--- config.mk ---
export PLATFORM = sky130hd
export DESIGN_NAME = ultrasonic_ranging_presence
export DESIGN_NICKNAME = d
export VERILOG_FILES = /design/src/rtl/core/urp_pkg.sv /design/src/rtl/core/urp_cfg_regs.sv /design/src/rtl/core/urp_seq_core.sv /design/src/rtl/core/ultrasonic_ranging_presence.sv
export VERILOG_INCLUDE_DIRS = /design/src /design/src/rtl/core
export SDC_FILE = /design/constraint.sdc
export NUM_CORES = 1
export LEC_CHECK = 0
export BUFFER_PORTS_ARGS = -buffer_cell sky130_fd_sc_hd__clkbuf_2
export CORE_MARGIN = 5
export CORE_UTILIZATION = 33
export DETAILED_ROUTE_END_ITERATION = 10
export REMOVE_ABC_BUFFERS = 1
export SYNTH_ARGS = -nofsm -noshare
export SYNTH_HDL_FRONTEND = slang
export SYNTH_SLANG_ARGS = --single-unit
export TNS_END_PERCENT = 20
--- constraint.sdc ---
create_clock -name clk -period 9.02 [get_ports clk]
set_input_delay 1.804 -clock clk [delete_from_list [all_inputs] [get_ports clk]]
set_output_delay 1.804 -clock clk [all_outputs]
set_load 0.01 [all_outputs]
--- src/rtl/core/ultrasonic_ranging_presence_macros.svh ---
// assertion macros for the ultrasonic ranging presence block
`ifndef ULTRASONIC_RANGING_PRESENCE_MACROS_SVH
`define ULTRASONIC_RANGING_PRESENCE_MACROS_SVH

// same-cycle implication, checked out of reset
`define URP_ASSERT_IMP(lbl, ante, cons, msg) \
  lbl: assert property (@(posedge clk) disable iff (!rst_n) (ante) |-> (cons)) \
    else $error(msg);

// next-cycle implication, checked out of reset
`define URP_ASSERT_NEXT(lbl, ante, cons, msg) \
  lbl: assert property (@(posedge clk) disable iff (!rst_n) (ante) |=> (cons)) \
    else $error(msg);

`endif

--- src/rtl/core/urp_pkg.sv ---
// shared types and constants for the ultrasonic ranging presence block
`default_nettype none
package urp_pkg;

  localparam int unsigned MAX_RANGE_US = 23200;
  localparam int unsigned US_PER_CM    = 58;

  localparam int unsigned CFG_ADDR_W = 2;
  localparam int unsigned CFG_DATA_W = 20;

  localparam logic [CFG_ADDR_W-1:0] CFG_THRESHOLD = 2'd0;
  localparam logic [CFG_ADDR_W-1:0] CFG_INTERVAL  = 2'd1;
  localparam logic [CFG_ADDR_W-1:0] CFG_TIMEOUT   = 2'd2;
  localparam logic [CFG_ADDR_W-1:0] CFG_TRIGGER   = 2'd3;

  localparam logic [8:0]  RST_THRESHOLD = 9'd50;
  localparam logic [19:0] RST_INTERVAL  = 20'd100000;
  localparam logic [15:0] RST_TIMEOUT   = 16'd30000;
  localparam logic [7:0]  RST_TRIGGER   = 8'd10;

  localparam logic [19:0] IDLE_MAX = 20'hFFFFF;
  localparam logic [15:0] W16_MAX  = 16'hFFFF;
  localparam logic [8:0]  TLOW_TICKS = 9'd2;

  typedef enum logic [2:0] {
    OC_NONE       = 3'd0,
    OC_IN_RANGE   = 3'd1,
    OC_OUT_RANGE  = 3'd2,
    OC_TIMEOUT    = 3'd3,
    OC_ZERO_WIDTH = 3'd4
  } outcome_t;

  typedef enum logic [3:0] {
    MODE_IDLE  = 4'b0001,
    MODE_TLOW  = 4'b0010,
    MODE_THIGH = 4'b0100,
    MODE_WAIT  = 4'b1000
  } mode_t;

  typedef struct packed {
    logic [8:0]  near_cm;
    logic [19:0] interval_us;
    logic [15:0] timeout_us;
    logic [7:0]  trigger_us;
  } cfg_t;

  typedef struct packed {
    logic        trigger_level;
    logic        measure_done;
    outcome_t    outcome;
    logic [15:0] pulse_width_us;
    logic        present;
    logic        presence_report;
  } result_t;

endpackage
`default_nettype wire

--- src/rtl/core/urp_cfg_regs.sv ---
// configuration register file
`default_nettype none
module urp_cfg_regs (
  input  wire logic                           clk,
  input  wire logic                           rst_n,
  input  wire logic                           cfg_we,
  input  wire logic [urp_pkg::CFG_ADDR_W-1:0] cfg_addr,
  input  wire logic [urp_pkg::CFG_DATA_W-1:0] cfg_wdata,
  output urp_pkg::cfg_t                       cfg
);
  import urp_pkg::*;

  cfg_t cfg_r;
  cfg_t cfg_nxt;

  always_comb begin
    cfg_nxt = cfg_r;
    if (cfg_we) begin
      unique case (cfg_addr)
        CFG_THRESHOLD: cfg_nxt.near_cm     = cfg_wdata[8:0];
        CFG_INTERVAL:  cfg_nxt.interval_us = cfg_wdata[19:0];
        CFG_TIMEOUT:   cfg_nxt.timeout_us  = cfg_wdata[15:0];
        CFG_TRIGGER:   cfg_nxt.trigger_us  = cfg_wdata[7:0];
        default:       cfg_nxt = cfg_r;
      endcase
    end
  end

  always_ff @(posedge clk) begin
    if (!rst_n) begin
      cfg_r.near_cm     <= RST_THRESHOLD;
      cfg_r.interval_us <= RST_INTERVAL;
      cfg_r.timeout_us  <= RST_TIMEOUT;
      cfg_r.trigger_us  <= RST_TRIGGER;
    end else begin
      cfg_r <= cfg_nxt;
    end
  end

  assign cfg = cfg_r;

endmodule
`default_nettype wire

--- src/rtl/core/urp_seq_core.sv ---
// ranging sequencer state and per-tick result logic
`default_nettype none
`include "ultrasonic_ranging_presence_macros.svh"
module urp_seq_core (
  input  wire logic      clk,
  input  wire logic      rst_n,
  input  wire logic      step_en,
  input  wire logic      echo_level,
  input  wire logic      enable,
  input  wire urp_pkg::cfg_t cfg,
  output urp_pkg::result_t res
);
  import urp_pkg::*;

  mode_t       mode_r, mode_nxt;
  logic [19:0] idle_count_r, idle_count_nxt;
  logic [7:0]  trigger_phase_r, trigger_phase_nxt;
  logic [15:0] wait_count_r, wait_count_nxt;
  logic [15:0] width_count_r, width_count_nxt;
  logic        rise_seen_r, rise_seen_nxt;
  logic        echo_prev_r, echo_prev_nxt;
  logic        present_flag_r, present_flag_nxt;

  logic [8:0]  phase_inc;
  logic [15:0] thresh_us;
  logic        rise;
  logic        fall;
  logic        done;
  result_t     res_c;

  assign phase_inc = {1'b0, trigger_phase_r} + 9'd1;
  assign thresh_us = 16'(cfg.near_cm) * 16'(US_PER_CM);
  assign rise      = echo_level && !echo_prev_r;
  assign fall      = !echo_level && echo_prev_r;

  always_comb begin
    mode_nxt          = mode_r;
    idle_count_nxt    = idle_count_r;
    trigger_phase_nxt = trigger_phase_r;
    wait_count_nxt    = wait_count_r;
    width_count_nxt   = width_count_r;
    rise_seen_nxt     = rise_seen_r;
    present_flag_nxt  = present_flag_r;
    echo_prev_nxt     = echo_level;
    done              = 1'b0;
    res_c             = '0;
    res_c.outcome     = OC_NONE;

    if (!enable) begin
      mode_nxt          = MODE_IDLE;
      trigger_phase_nxt = '0;
      wait_count_nxt    = '0;
      width_count_nxt   = '0;
      rise_seen_nxt     = 1'b0;
      if (idle_count_r != IDLE_MAX) idle_count_nxt = idle_count_r + 20'd1;
    end else begin
      unique case (mode_r)
        MODE_IDLE: begin
          if (idle_count_r >= cfg.interval_us) begin
            mode_nxt          = MODE_TLOW;
            trigger_phase_nxt = 8'd1;
          end else begin
            idle_count_nxt = idle_count_r + 20'd1;
          end
        end
        MODE_TLOW: begin
          trigger_phase_nxt = phase_inc[7:0];
          if (phase_inc >= TLOW_TICKS) begin
            trigger_phase_nxt = '0;
            if (cfg.trigger_us == '0) begin
              mode_nxt        = MODE_WAIT;
              wait_count_nxt  = '0;
              width_count_nxt = '0;
              rise_seen_nxt   = 1'b0;
            end else begin
              mode_nxt = MODE_THIGH;
            end
          end
        end
        MODE_THIGH: begin
          res_c.trigger_level = 1'b1;
          trigger_phase_nxt   = phase_inc[7:0];
          if (phase_inc >= {1'b0, cfg.trigger_us}) begin
            trigger_phase_nxt = '0;
            mode_nxt          = MODE_WAIT;
            wait_count_nxt    = '0;
            width_count_nxt   = '0;
            rise_seen_nxt     = 1'b0;
          end
        end
        MODE_WAIT: begin
          if (rise) begin
            rise_seen_nxt   = 1'b1;
            width_count_nxt = 16'd1;
          end else if (fall) begin
            done = 1'b1;
            if (!rise_seen_r) begin
              res_c.outcome = OC_OUT_RANGE;
            end else begin
              res_c.pulse_width_us = width_count_r;
              if (width_count_r == '0) begin
                res_c.outcome = OC_ZERO_WIDTH;
              end else if (width_count_r > 16'(MAX_RANGE_US)) begin
                res_c.outcome = OC_OUT_RANGE;
              end else begin
                res_c.outcome = OC_IN_RANGE;
                if (width_count_r <= thresh_us) begin
                  present_flag_nxt      = 1'b1;
                  res_c.presence_report = 1'b1;
                end
              end
            end
          end else if (rise_seen_r && echo_level) begin
            if (width_count_r != W16_MAX) width_count_nxt = width_count_r + 16'd1;
          end
          if (!done) begin
            if (wait_count_r >= cfg.timeout_us) begin
              done                 = 1'b1;
              res_c.outcome        = OC_TIMEOUT;
              res_c.pulse_width_us = '0;
            end else begin
              wait_count_nxt = wait_count_r + 16'd1;
            end
          end
          if (done) begin
            mode_nxt        = MODE_IDLE;
            idle_count_nxt  = '0;
            wait_count_nxt  = '0;
            width_count_nxt = '0;
            rise_seen_nxt   = 1'b0;
          end
        end
        default: begin
          mode_nxt = MODE_IDLE;
        end
      endcase
    end
    res_c.measure_done = done;
    res_c.present      = present_flag_nxt;
  end

  always_ff @(posedge clk) begin
    if (!rst_n) begin
      mode_r          <= MODE_IDLE;
      idle_count_r    <= '0;
      trigger_phase_r <= '0;
      wait_count_r    <= '0;
      width_count_r   <= '0;
      rise_seen_r     <= 1'b0;
      echo_prev_r     <= 1'b0;
      present_flag_r  <= 1'b0;
    end else if (step_en) begin
      mode_r          <= mode_nxt;
      idle_count_r    <= idle_count_nxt;
      trigger_phase_r <= trigger_phase_nxt;
      wait_count_r    <= wait_count_nxt;
      width_count_r   <= width_count_nxt;
      rise_seen_r     <= rise_seen_nxt;
      echo_prev_r     <= echo_prev_nxt;
      present_flag_r  <= present_flag_nxt;
    end
  end

  assign res = res_c;

  `URP_ASSERT_IMP(a_report_in_range, res_c.presence_report,
                  res_c.measure_done && (res_c.outcome == OC_IN_RANGE),
                  "presence report without in-range conclusion")
  `URP_ASSERT_NEXT(a_done_to_idle, step_en && res_c.measure_done,
                   (mode_r == MODE_IDLE) && (idle_count_r == '0),
                   "measurement concluded but sequencer not back in idle")
  `URP_ASSERT_NEXT(a_present_sticky, present_flag_r, present_flag_r,
                   "present flag cleared outside reset")

endmodule
`default_nettype wire

--- src/rtl/core/ultrasonic_ranging_presence.sv ---
// a result is registered into the output register, or into the skid register while the output stalls
// throughput: one tick per cycle while in_ready is high; in_ready drops while the skid entry holds a result
// a two-entry output buffer keeps input ready high while one result waits
// reset (synchronous, active low) restores register defaults and clears state
// the present flag clears only at reset
`default_nettype none
module ultrasonic_ranging_presence (
  input  wire logic                           clk,
  input  wire logic                           rst_n,
  input  wire logic                           in_valid,
  output logic                                in_ready,
  input  wire logic                           in_echo_level,
  input  wire logic                           in_enable,
  output logic                                out_valid,
  input  wire logic                           out_ready,
  output logic                                out_trigger_level,
  output logic                                out_measure_done,
  output logic [2:0]                          out_outcome,
  output logic [15:0]                         out_pulse_width_us,
  output logic                                out_present,
  output logic                                out_presence_report,
  input  wire logic                           cfg_we,
  input  wire logic [urp_pkg::CFG_ADDR_W-1:0] cfg_addr,
  input  wire logic [urp_pkg::CFG_DATA_W-1:0] cfg_wdata
);
  import urp_pkg::*;

  cfg_t    cfg;
  result_t step_res;
  logic    in_accept;

  logic    out_valid_r, out_valid_nxt;
  logic    skid_valid_r, skid_valid_nxt;
  result_t out_data_r, out_data_nxt;
  result_t skid_data_r, skid_data_nxt;

  assign in_ready  = !skid_valid_r;
  assign in_accept = in_valid && in_ready;

  urp_cfg_regs u_cfg (
    .clk       (clk),
    .rst_n     (rst_n),
    .cfg_we    (cfg_we),
    .cfg_addr  (cfg_addr),
    .cfg_wdata (cfg_wdata),
    .cfg       (cfg)
  );

  urp_seq_core u_core (
    .clk        (clk),
    .rst_n      (rst_n),
    .step_en    (in_accept),
    .echo_level (in_echo_level),
    .enable     (in_enable),
    .cfg        (cfg),
    .res        (step_res)
  );

  always_comb begin
    out_valid_nxt  = out_valid_r;
    out_data_nxt   = out_data_r;
    skid_valid_nxt = skid_valid_r;
    skid_data_nxt  = skid_data_r;
    if (out_valid_r && !out_ready) begin
      if (in_accept) begin
        skid_valid_nxt = 1'b1;
        skid_data_nxt  = step_res;
      end
    end else if (skid_valid_r) begin
      out_valid_nxt  = 1'b1;
      out_data_nxt   = skid_data_r;
      skid_valid_nxt = 1'b0;
    end else begin
      out_valid_nxt = in_accept;
      out_data_nxt  = step_res;
    end
  end

  always_ff @(posedge clk) begin
    if (!rst_n) begin
      out_valid_r  <= 1'b0;
      skid_valid_r <= 1'b0;
    end else begin
      out_valid_r  <= out_valid_nxt;
      skid_valid_r <= skid_valid_nxt;
    end
  end

  always_ff @(posedge clk) begin
    out_data_r  <= out_data_nxt;
    skid_data_r <= skid_data_nxt;
  end

  assign out_valid           = out_valid_r;
  assign out_trigger_level   = out_data_r.trigger_level;
  assign out_measure_done    = out_data_r.measure_done;
  assign out_outcome         = out_data_r.outcome;
  assign out_pulse_width_us  = out_data_r.pulse_width_us;
  assign out_present         = out_data_r.present;
  assign out_presence_report = out_data_r.presence_report;

endmodule
`default_nettype wire
Word level (Yosys, flattened, before mapping)
Index checks and enable logic that the tools add are counted.
{"block": "op_classes", "n_reduce_logical": 25, "eq_ne": 24, "muxes": 79, "n_lt_le_gt_ge": 6, "n_div": 0, "addsub": 4, "bitwise_logic": 0, "shift": 0, "mul": 1}
{"cell": "$mux W16", "count": 14}
{"cell": "$mux W19", "count": 6}
{"cell": "$pmux W16 S3", "count": 2}
{"cell": "$mux W20", "count": 4}
{"cell": "$pmux W20 S2", "count": 1}
{"cell": "$mux W1", "count": 35}
{"cell": "$add A16 B1 Y16 const B", "count": 2}
{"cell": "$mux W8", "count": 4}
{"cell": "$mux W4", "count": 6}
{"cell": "$pmux W8 S3", "count": 1}
{"cell": "$mux W23", "count": 1}
{"cell": "$add A20 B1 Y20 const B", "count": 1}
{"cell": "$ge A20 B20 Y1", "count": 1}
{"cell": "$ne A20 B20 Y1 const B", "count": 1}
{"cell": "$ge A16 B16 Y1", "count": 1}
{"cell": "$gt A16 B15 Y1 const B", "count": 1}
{"cell": "$le A16 B15 Y1", "count": 1}
{"cell": "$logic_not A16 Y1", "count": 1}
{"cell": "$ne A16 B16 Y1 const B", "count": 1}
{"cell": "$pmux W4 S4", "count": 1}
{"cell": "$ne A3 B2 Y1 const B", "count": 5}
{"cell": "$mul A9 B5 Y14 const B", "count": 1}
{"cell": "$reduce_and A2 Y1", "count": 6}
{"cell": "$ne A5 B2 Y1 const B", "count": 2}
{"cell": "28 further kinds", "count": 40}
{"block": "totals", "mem_bits_ro": 0, "in_bits": 29, "out_inout_bits": 25, "ramBits": 0, "latchBits": 0, "regBits": 168, "mem_count": 0}

Longest topological paths before layout
{"block": "depth", "word_depth": 12, "mapped_depth": 22, "ltp_nobuf": 22}

Cells and area by module
Synthesis repeated with hierarchy kept, for this count alone.
{"block": "hier_totals", "hier_cells": 1139, "area_unflattened_um2": 10467.5}
{"module": "urp_seq_core", "area_each_um2": 6540.0, "seq_area_each_um2": 1341.3, "n_inst": 1, "cells_each": 846}
{"module": "urp_cfg_regs", "area_each_um2": 2085.8, "seq_area_each_um2": 1061.0, "n_inst": 1, "cells_each": 212}
{"module": "ultrasonic_ranging_presence", "area_each_um2": 1841.8, "seq_area_each_um2": 1421.4, "n_inst": 1, "cells_each": 81}

Least setup slack after synthesis
No wires, ideal clock.
{"block": "synth_timing", "path_type": "reg2reg", "startpoint": "register u_cfg.cfg_r (netlist bit u_cfg.cfg[45])", "endpoint": "register skid_data_r[1] (netlist name) (data pin)", "t_required_ns": 8.758, "path_stages_with_launch": 21, "path_buffers": 0, "arrival_time_ns": 4.883, "period_less_slack_ns": 5.145, "slack_ns": 3.875, "setup_time_ns": 0.262, "cell_sequence": "dfxtp_1 inv_1 fa_1 inv_1 ha_1 fa_1 ha_1 a21o_1 a21oi_1 o21bai_1 a21oi_1 o21ai_0 or4_1 nand3_1 ha_1 and4b_1 nand4_1 nor3_1 a2111oi_0 nor3_2 or2_2"}
{"item": "from (decl)", "line_no": "urp_cfg_regs.sv:13", "rtl": "cfg_t cfg_r;"}
{"item": "from (signal assigned)", "line_no": "urp_cfg_regs.sv:36", "rtl": "cfg_r <= cfg_nxt;"}
{"item": "to (signal assigned)", "line_no": "ultrasonic_ranging_presence.sv:91", "rtl": "skid_data_r <= skid_data_nxt;"}
{"item": "to (decl)", "line_no": "ultrasonic_ranging_presence.sv:35", "rtl": "result_t skid_data_r, skid_data_nxt;"}

==> flow_metrics.env <==
export IMPL_fin_crit_sh_pct=61.6
export IMPL_synth_edf_count=46
export IMPL_power_mw=1.79
export IMPL_drt_iter0_markers=763
export IMPL_synth_mux_area_share_pct=2.19
export IMPL_area_growth_synth_to_final_pct=12.1
export IMPL_clk_latency_ps=430
export IMPL_synth_top_area_share_pct=24.2
export IMPL_finish_instance_area_mm2=0.0113
export IMPL_crit_type="flop to flop"
export IMPL_finalSetupViolCount=0
export IMPL_wl_per_cell_um=15.8
export IMPL_crit_fanout=4
export IMPL_status="finished, final reports clean"
export IMPL_ys_ff_latch=168
export IMPL_die_h_um=185
export IMPL_first_pass_iters=5
export IMPL_h_tree_depth=4
export IMPL_ir_drop_mv=0.131
export IMPL_synthFlopType="dfxtp_1"
export IMPL_drive_gt1_share_pct=11.2
export IMPL_p_sw_share_pct=27.3
export IMPL_synth_top_family_by_area="simple AND/OR/NAND/NOR gates"
export IMPL_async_flop_share_pct=0
export IMPL_synthAdderAreaFrac_pct=14.0
export IMPL_route_detailed_drc=0
export IMPL_powerDensity_mw_per_mm2=158
export IMPL_die_area_mm2=0.0341
export IMPL_clk_path_buf_depth=2
export IMPL_p_switching_mw=0.488
export IMPL_clock_sinks=168
export IMPL_clock_skew_ps=11.0
export IMPL_ys_types=72
export IMPL_grt_pass1_wl_um=40700
export IMPL_setup_ws_ps=3460
export IMPL_overflow=0
export IMPL_io_pins=54
export IMPL_vias_per_cell=5.29
export IMPL_gp_congestion=0.828
export IMPL_ant_nets=0
export IMPL_cts_setup_buffers=0
export IMPL_portBuffers=53
export IMPL_nets=1307
export IMPL_drt_total_wl_um=24900
export IMPL_fin_cells=1582
export IMPL_hold_class="flop to flop"
export IMPL_rsz0062_at_grt="false"
export IMPL_max_cap_violations=0
export IMPL_core_area_mm2=0.0303
export IMPL_finalHoldViolations=0
export IMPL_required_ps=9200
export IMPL_cts_made_buffers=17
export IMPL_grt_max_degree=52
export IMPL_p_int_mw=1.30
export IMPL_netlist_instances=1140
export IMPL_cts_repair_resized=0
export IMPL_slew_headroom_pct=11.9
export IMPL_synth_area_leaders="dfxtp_1 24%, edfxtp_1 14%, ha_1 11%"
export IMPL_slew_violations=0
export IMPL_hold_buffers=0
export IMPL_yosysWarnings=0
export IMPL_initial_core_util_pct=33.2
export IMPL_synth_top_area_cell="dfxtp_1"
export IMPL_cts_root_buf="clkbuf_16"
export IMPL_antenna_found_initial=0
export IMPL_comb_power_share_pct=12.9
export IMPL_place_inst=1550
export IMPL_diodes=0
export IMPL_p_seq_share_pct=45.2
export IMPL_place_worst_setup_slack_ps=3480
export IMPL_synth_xor_area_share_pct=1.99
export IMPL_ys_seq_area_share_pct=37.9
export IMPL_synth_area_per_cell_um2=8.84
export IMPL_netlist_area_mm2=0.0101
export IMPL_layout_min_cycle_time_ps=5560
export IMPL_grt_use_total_pct=14.6
export IMPL_crit_arrival_ps=5740
export IMPL_die_w_um=185
export IMPL_fmax_mhz=180
export IMPL_critPathCaptureType="flop"
export IMPL_power_share_clock_pct=41.9
export IMPL_finalSetupTns_ps=0
export IMPL_startpoint_type="flop"
export IMPL_num_vias=8366
export IMPL_synth_compound_area_share_pct=16.7
export IMPL_num_rows=64
export IMPL_postPlaceCellArea_mm2=0.0107
export IMPL_post_dp_hpwl_um=18100
export IMPL_grt_pass1_vias=7873
export IMPL_tightest_slew_ps=1310
export IMPL_yosys_area_share_simple_pct=21.4
export IMPL_power_leakage_nw=4.55
export IMPL_clk_pin_slew_ps=70
export IMPL_cts_tree="built"
==> cell families after synthesis <==
kind of cell	Yosys count
and+or+nand+nor	416
buffers and inverters	146
muxes	20
DFF	168
AOI/OAI and AO/OA	263
xor gates and xnor gates	22
adders and majority gates	105
==> power by group through the flow <==
| stage | Clock [mW] | Combinational [mW] | Sequential, mW |
|---|---|---|---|
| 5_1_grt | 0.796 | 0.265 | 0.810 |
| 3_3_place_gp | 0 | 0.229 | 0.824 |
| 4_1_cts | 0.762 | 0.233 | 0.807 |
| 2_1_floorplan | 0 | 0.157 | 0.825 |
| 3_5_place_dp | 0 | 0.232 | 0.824 |
| 6_report | 0.749 | 0.231 | 0.807 |
==> area by class of cell <==
cell class | count | area [um2]
sequential | 168 | 3820
multi-input combinational | 826 | 5680
timing repair buffer | 63 | 340
clock buffer | 17 | 425
fill | 3086 | 19100
tap | 396 | 495
inverter | 97 | 364
clock inverter | 15 | 166
==> flip-flops by register name, summed over array words and instances, names as in the netlist <==
register,flops
out_pulse_width_us,16
out_present,1
out_outcome,3
u_core.echo_prev_r,1
out_valid,1
out_measure_done,1
u_core.idle_count_r,20
u_core.width_count_r,16
u_core.trigger_phase_r,8
u_core.mode_r,4
out_trigger_level,1
u_core.rise_seen_r,1
u_cfg.cfg,53
out_presence_report,1
u_core.present_flag_r,1
skid_data_r,23
skid_valid_r,1
u_core.wait_count_r,16
==> cells in the final DEF (no fill, tap or decap), types with 17 or more instances in the layout <==
| cell type | synthesis | routed |
|---|---|---|
| o211ai_1 | 28 | 28 |
| o31ai_1 | 21 | 21 |
| nand4_1 | 24 | 24 |
| and3_1 | 19 | 19 |
| ha_1 | 92 | 92 |
| dfxtp_1 | 122 | 122 |
| nand2_1 | 136 | 136 |
| edfxtp_1 | 46 | 46 |
| nor3_1 | 20 | 20 |
| clkbuf_16 | 0 | 17 |
| o21ai_0 | 40 | 40 |
| nor2_1 | 54 | 53 |
| nand3_1 | 34 | 34 |
| inv_1 | 95 | 95 |
| a21oi_1 | 96 | 96 |
| or4_1 | 19 | 19 |
| and2_1 | 23 | 23 |
| clkbuf_2 | 1 | 53 |
| nor4_1 | 20 | 20 |
==> critical path, cell delays in order (launching register included) <==
cell       delay [ps]
dfxtp_1           370
inv_1             110
fa_1              540
inv_1              40
ha_1              300
fa_1              460
ha_1              350
a21o_1            190
a21oi_1           220
o21bai_1           90
a21oi_1           210
o21ai_0           200
or4_1             430
nand3_1           100
ha_1              240
and4b_1           180
nand4_1           100
nor3_1             80
a2111oi_0         630
nor3_2            160
or2_2             300
==> path summary, 6_finish.rpt <==
path	slack [ps]	end	from	cells past startpoint
worst min-delay path	460	u_cfg.cfg[26]$_SDFFE_PN0P_	u_cfg.cfg[26]$_SDFFE_PN0P_	2
worst min register to register	460	u_cfg.cfg[26]$_SDFFE_PN0P_	u_cfg.cfg[26]$_SDFFE_PN0P_	2
worst max register to register	3460	skid_data_r[1]$_DFFE_PP_	u_cfg.cfg[45]$_SDFFE_PN1P_	20
worst max-delay path	3460	skid_data_r[1]$_DFFE_PP_	u_cfg.cfg[45]$_SDFFE_PN1P_	20
==> layer usage <==
layer  vias up  part of all wire (%)  wire [um]  track usage (%)
met3        24                   5.2       1290             3.04
li1       4203                     -          -                -
met5         -                     0          0                0
met2       184                    45      11200             24.1
met4         0                   1.3        314             3.17
met1      3955                    48      12100             19.9
==> Yosys cell counts (all sizes together) (20+ instances only) <==
library cell and number:
a21oi 96, and2 23, clkbuf 35, dfxtp 122, edfxtp 46, ha 92, inv 95, nand2 136
nand3 34, nand4 24, nor2 55, nor3 23, nor4 20, o211ai 28, o21ai 42, o31ai 23
==> metrics by stage <==
step | hold WS (ps) | utilization [%]
6_report | 455 | 37.2
5_1_grt | 481 | 37.2
4_1_cts | 457 | 37.2
3_5_place_dp | 448 | 35.3
3_3_place_gp | 444 | 35.3
2_1_floorplan | 436 | -
Power figures use the tool's default switching activity.
